$ cat src/bpa_ram.sv
// generic single write port ram with registered read
module bpa_ram #(
    parameter int WIDTH = 8,
    parameter int DEPTH = 16
) (
    input  logic                     i_clk,
    input  logic                     i_we,
    input  logic [$clog2(DEPTH)-1:0] i_waddr,
    input  logic [WIDTH-1:0]         i_wdata,
    input  logic                     i_re,
    input  logic [$clog2(DEPTH)-1:0] i_raddr,
    output logic [WIDTH-1:0]         o_rdata
);
    logic [WIDTH-1:0] r_mem [DEPTH];
    logic [WIDTH-1:0] r_rdata;

    always_ff @(posedge i_clk) begin
        if (i_we) begin
            r_mem[i_waddr] <= i_wdata;
        end
        if (i_re) begin
            r_rdata <= r_mem[i_raddr];
        end
    end

    assign o_rdata = r_rdata;
endmodule

$ cat config.mk
export PLATFORM = sky130hd
export DESIGN_NAME = bpa_ram
export DESIGN_NICKNAME = d
export VERILOG_FILES = /design/src/bpa_ram.sv
export SDC_FILE = /design/constraint.sdc
export NUM_CORES = 1
export LEC_CHECK = 0
export ABC_AREA = 1
export BUFFER_PORTS_ARGS = -buffer_cell sky130_fd_sc_hd__buf_2
export CORE_MARGIN = 8
export CORE_UTILIZATION = 55
export DETAILED_ROUTE_END_ITERATION = 12
export GPL_TIMING_DRIVEN = 1
export PLACE_DENSITY = 0.86
export SYNTH_ARGS = -nofsm -noshare
export SYNTH_HDL_FRONTEND = slang
export SYNTH_SLANG_ARGS = --single-unit
$ cat constraint.sdc
create_clock -name i_clk -period 1.1 [get_ports i_clk]
set_input_delay 0.165 -clock i_clk [delete_from_list [all_inputs] [get_ports i_clk]]
set_output_delay 0.165 -clock i_clk [all_outputs]
set_load 0.005 [all_outputs]
== Yosys cells after proc, flatten, opt, wreduce, memory -nomap -nowiden ==
Memory sizes are Yosys's and may differ from the RTL's. A register that Yosys moved wholly into a read port is not among the register bits.
Index checks and enable logic that the tools add are counted.

* Bits in registers: 0
* RAM bits: 128
* Input port bits: 19
* Output and inout bits: 8
* Word-level logic and storage cells: 3
* Memories: 1

{| class="wikitable"
|+ Memories
! name !! depth !! width !! read ports !! clocked after Yosys merged registers in !! write ports !! line !! source
|-
| r_mem || 16 || 8 || 1 || 1 || 1 || 14 || <nowiki>logic [WIDTH-1:0] r_mem [DEPTH];</nowiki>
|}

* Muxes and demuxes: 2

{| class="wikitable"
|+ Operators by type and width
! operator !! number
|-
| $mux W1 || 2
|}

== Longest topological paths before layout ==
* Depth in word-level cells: 2
* Mapped depth: 8
* Gate-level depth less buffers: 7

== Worst setup path before layout ==
Ideal clock, no wire load.

* Path kind: in2reg
* Start point: input i_waddr[3]
* End point: memory r_mem[4][0], enable pin
* Library setup time: 370 ps
* Arrival time: 746 ps
* Data required time: 730 ps
* Slack: -16 ps
* Cell stages on the path: 2
* Buffers on the path: 0
* Cell sequence: nand3b_1 > nor2_1

{| class="wikitable"
|+ RTL lines
! element !! line !! source
|-
| start: declaration || 8 || <nowiki>input logic [$clog2(DEPTH)-1:0] i_waddr,</nowiki>
|-
| end: declaration || 14 ||
|}

No word-level cell before the write port.

== Worst setup path after layout ==
* Start point: register r_rdata[7] (netlist: o_rdata[7]) (read register of r_mem)
* End point: output o_rdata[7]

{| class="wikitable"
|+ RTL lines
! element !! line !! source
|-
| start: declaration || 15 || <nowiki>logic [WIDTH-1:0] r_rdata;</nowiki>
|-
| end: declaration || 12 || <nowiki>output logic [WIDTH-1:0] o_rdata</nowiki>
|}

No word-level cell between the ends.

==> results.json <==
{
  "worst_setup_path_category": "flip-flop to primary output",
  "cp_num_cells": 1,
  "detailed_place_hpwl_mm": 8.23,
  "run_status": "finished, violations left",
  "failed_checks": "negative setup slack",
  "final.setup_skew_ns": 0.00855,
  "place.gp.congestion": 0.890,
  "area.growth.synth_to_final_pct": 22.8,
  "max_slew_margin_pct": 74.6,
  "postSynth.asyncResetShare_pct": 0,
  "yosys.cell_count.top_type": "sky130_fd_sc_hd__nand2_1",
  "detailroute.via_count": 4151,
  "switching_fraction_pct": 20.8,
  "setup_tns_after_final_layout_ns": -0.941,
  "hold_viol_final": 0,
  "timing.rr.start": "r_mem[15][2]$_DFFE_PP_",
  "ys_seq_area_share_pct": 69.8,
  "number_of_design_rule_violations_left_after_detail_routing": 0,
  "grt_antenna_before_repair": 0,
  "switching_power_mw": 2.68,
  "cts_made_buffers": 17,
  "clk-insertion-delay-late_ns": 0.52,
  "p_comb_share_pct": 6.6,
  "path_delay_family": "flip-flops",
  "crit_required_ns": 0.94,
  "final.period_utilization_pct": 111,
  "placedCellCount": 720,
  "number_of_synthesized_flops_with_an_enable_pin": 136,
  "antenna_left": 0,
  "critPathMaxStageDelay_ns": 0.39,
  "setup.worst_path.end_class": "primary output",
  "post_synth_most_frequent_cells": "173 x sky130_fd_sc_hd__nand2_1, 136 x sky130_fd_sc_hd__edfxtp_1, 100 x sky130_fd_sc_hd__inv_1",
  "power_mw": 12.9,
  "final_max_slew_viol_count": 0,
  "final-setup-viol-count": 14,
  "die_width_um": 119,
  "timing.rr.end": "o_rdata[2]$_DFFE_PP_",
  "layout.cells.non_filler": 753,
  "p_seq_share_pct": 45.5,
  "postSynth.topFlopCell": "sky130_fd_sc_hd__edfxtp_1",
  "critical_path.slowest_cell": "sky130_fd_sc_hd__edfxtp_1",
  "drt_first_pass_iters": 5,
  "yosys.area.top_type": "sky130_fd_sc_hd__edfxtp_1",
  "crit_fanout": 1,
  "dpl_cell_area_sq_um": 6280,
  "cts-root-buf": "sky130_fd_sc_hd__clkbuf_8",
  "nFillCells": 639,
  "worst_hold_check_path_type": "primary input to flip-flop",
  "ys_seq_elements": 136,
  "grt_remaining_overflow": 0,
  "wirelength_mm": 14.1,
  "timing.final.ws_setup_ns": -0.121,
  "netlist.area_leader.share_pct": 69.8,
  "syn-mean-instance-area_sq_um": 10.6,
  "synth_fp_nets": 570,
  "crit_path_start_kind": "flip-flop",
  "cells_after_synth": 551,
  "wl_per_cell_um": 18.8,
  "synthesis_warnings": 0,
  "antenna_cells_inserted": 0,
  "worst_ep_arrival_time_ns": 1.06,
  "postCtsSetupBuffers": 0,
  "maxClockFrequency_ghz": 0.819,
  "start_util_pct": 56.6,
  "synth_cell_type_count": 11,
  "coreArea_sq_um": 10300,
  "crit_chain": "buf_2",
  "worst-r2r-setup-slack_ns": -0.12,
  "p_int_mw": 10.2,
  "r2r.worst_path.cells": 6,
  "grt_start_max_net_pins": 33,
  "crit_buf_inv": 1,
  "finalInstanceArea_sq_um": 7180,
  "die-area_sq_um": 14200,
  "cts-htree-levels": 4,
  "clkPwrFrac_pct": 47.9,
  "drt-initial-drc-count": 589,
  "period_minus_slack_ns": 1.22,
  "final_core_utilization_pct": 69.6,
  "grt_pass1_vias": 4235,
  "crit_path_start": "o_rdata[7]$_DFFE_PP_",
  "avgViaCountPerCell": 5.51,
  "grt_first_pass_wirelength_mm": 21.5,
  "io_buffer_count": 26,
  "cp-endpoint": "o_rdata[7]",
  "p_leak_nw": 3.11,
  "std_cell_rows": 37,
  "groute.usage.overall_pct": 19.8,
  "worst_slew_pin_tran_ns": 0.381,
  "cap_violations": 0,
  "mappedNetlistArea_sq_um": 5850,
  "max-clock-path-buffers": 2,
  "power_dens_cells_nw_per_um2": 1800,
  "tritoncts": "done",
  "post_route_cells_drive_above_1_share_pct": 23.3,
  "grt_setup_unrepaired": "yes",
  "die_extent_in_y_um": 119,
  "synth_top_cells_by_area": "sky130_fd_sc_hd__edfxtp_1 70%, sky130_fd_sc_hd__nand2_1 11%, sky130_fd_sc_hd__nand3_1 8.3%, sky130_fd_sc_hd__inv_1 6.4%, sky130_fd_sc_hd__buf_6 1.2%",
  "clk_pin_slew_ns": 0.06,
  "cts_sinks": 136,
  "max-vdd-ir-drop_v": 0.00118,
  "floorplan.io_pins": 27,
  "nNetsFinal": 623
}
## how the worst min path moves through the flow
stage / endpoint / slack, ns / from / depth (start not counted)
after global placement: o_rdata[1]$_DFFE_PP_ / 0.53 / i_re / 1
after CTS: r_mem[2][4]$_DFFE_PP_ / 0.04 / i_wdata[4] / 1
after floorplan: r_mem[0][0]$_DFFE_PP_ / 0.26 / i_wdata[0] / 0
after global routing: r_mem[2][4]$_DFFE_PP_ / 0.05 / i_wdata[4] / 1
after detailed placement: o_rdata[2]$_DFFE_PP_ / 0.53 / i_re / 1
final: r_mem[8][4]$_DFFE_PP_ / 0.05 / i_wdata[4] / 1
## layout by cell type, fill, tap and decap left out, drive strengths merged
| master | n |
|---|---|
| nand3 | 97 |
| clkbuf | 18 |
| clkinv | 5 |
| clkinvlp | 2 |
| bufinv | 6 |
| dlygate4sd3 | 1 |
| nand2 | 173 |
| nor2 | 17 |
| buf | 57 |
| edfxtp | 136 |
| inv | 103 |
| nand3b | 2 |
## routing by layer
metal	routed length [um]	vias up	track usage [%]
met2	7040	246	32.9
met1	5430	1979	23.7
met3	1190	38	3.97
met5	0	-	0
li1	-	1888	-
met4	466	0	11.3
## cell families (layout without fill, tap and decap cells)
family | Yosys count | in the layout | synth area share (%)
flip-flops | 136 | 136 | 69.8
buffers and inverters | 126 | 192 | 9.39
AND/OR/NAND/NOR | 289 | 289 | 20.8
## power by group through the flow
stage	logic [mW]	clock network [mW]	registers, mW
6_report	0.857	6.18	5.87
5_1_grt	0.924	6.44	5.88
4_1_cts	0.778	6.21	5.87
3_5_place_dp	0.730	0	5.98
3_3_place_gp	0.703	0	5.97
2_1_floorplan	0.409	0	5.97
## flip-flops by register name, summed over array words and instances (netlist names)
| signal | cells |
|---|---|
| r_mem | 128 |
| o_rdata | 8 |
## through the flow
step                      hold slack (ns)  worst slack, ns
after floorplan                     0.264          -0.0158
after global placement              0.529           -0.210
after detailed placement            0.530           -0.257
after CTS                          0.0404           -0.144
after global routing               0.0525           -0.148
final                              0.0473           -0.121
## final cells by class
cell class / instances / area, sq um / share of cell area, %
sequential: 136 / 4080 / 56.9
multi-input combinational: 289 / 1460 / 20.4
timing repair buffer: 58 / 435 / 6.06
clock buffer: 18 / 418 / 5.82
inverter: 102 / 383 / 5.33
clock inverter: 14 / 228 / 3.17
tap: 136 / 170 / 2.37
## timing repair
item | CTS | global route
hold buffers | 1 | 0
resized for setup | 20 | 39
setup endpoints to repair | 15 | 16
pin swaps | 8 | 31
hold endpoints to repair | 8 | 0
Note: power is estimated with default switching activity, not from simulation.
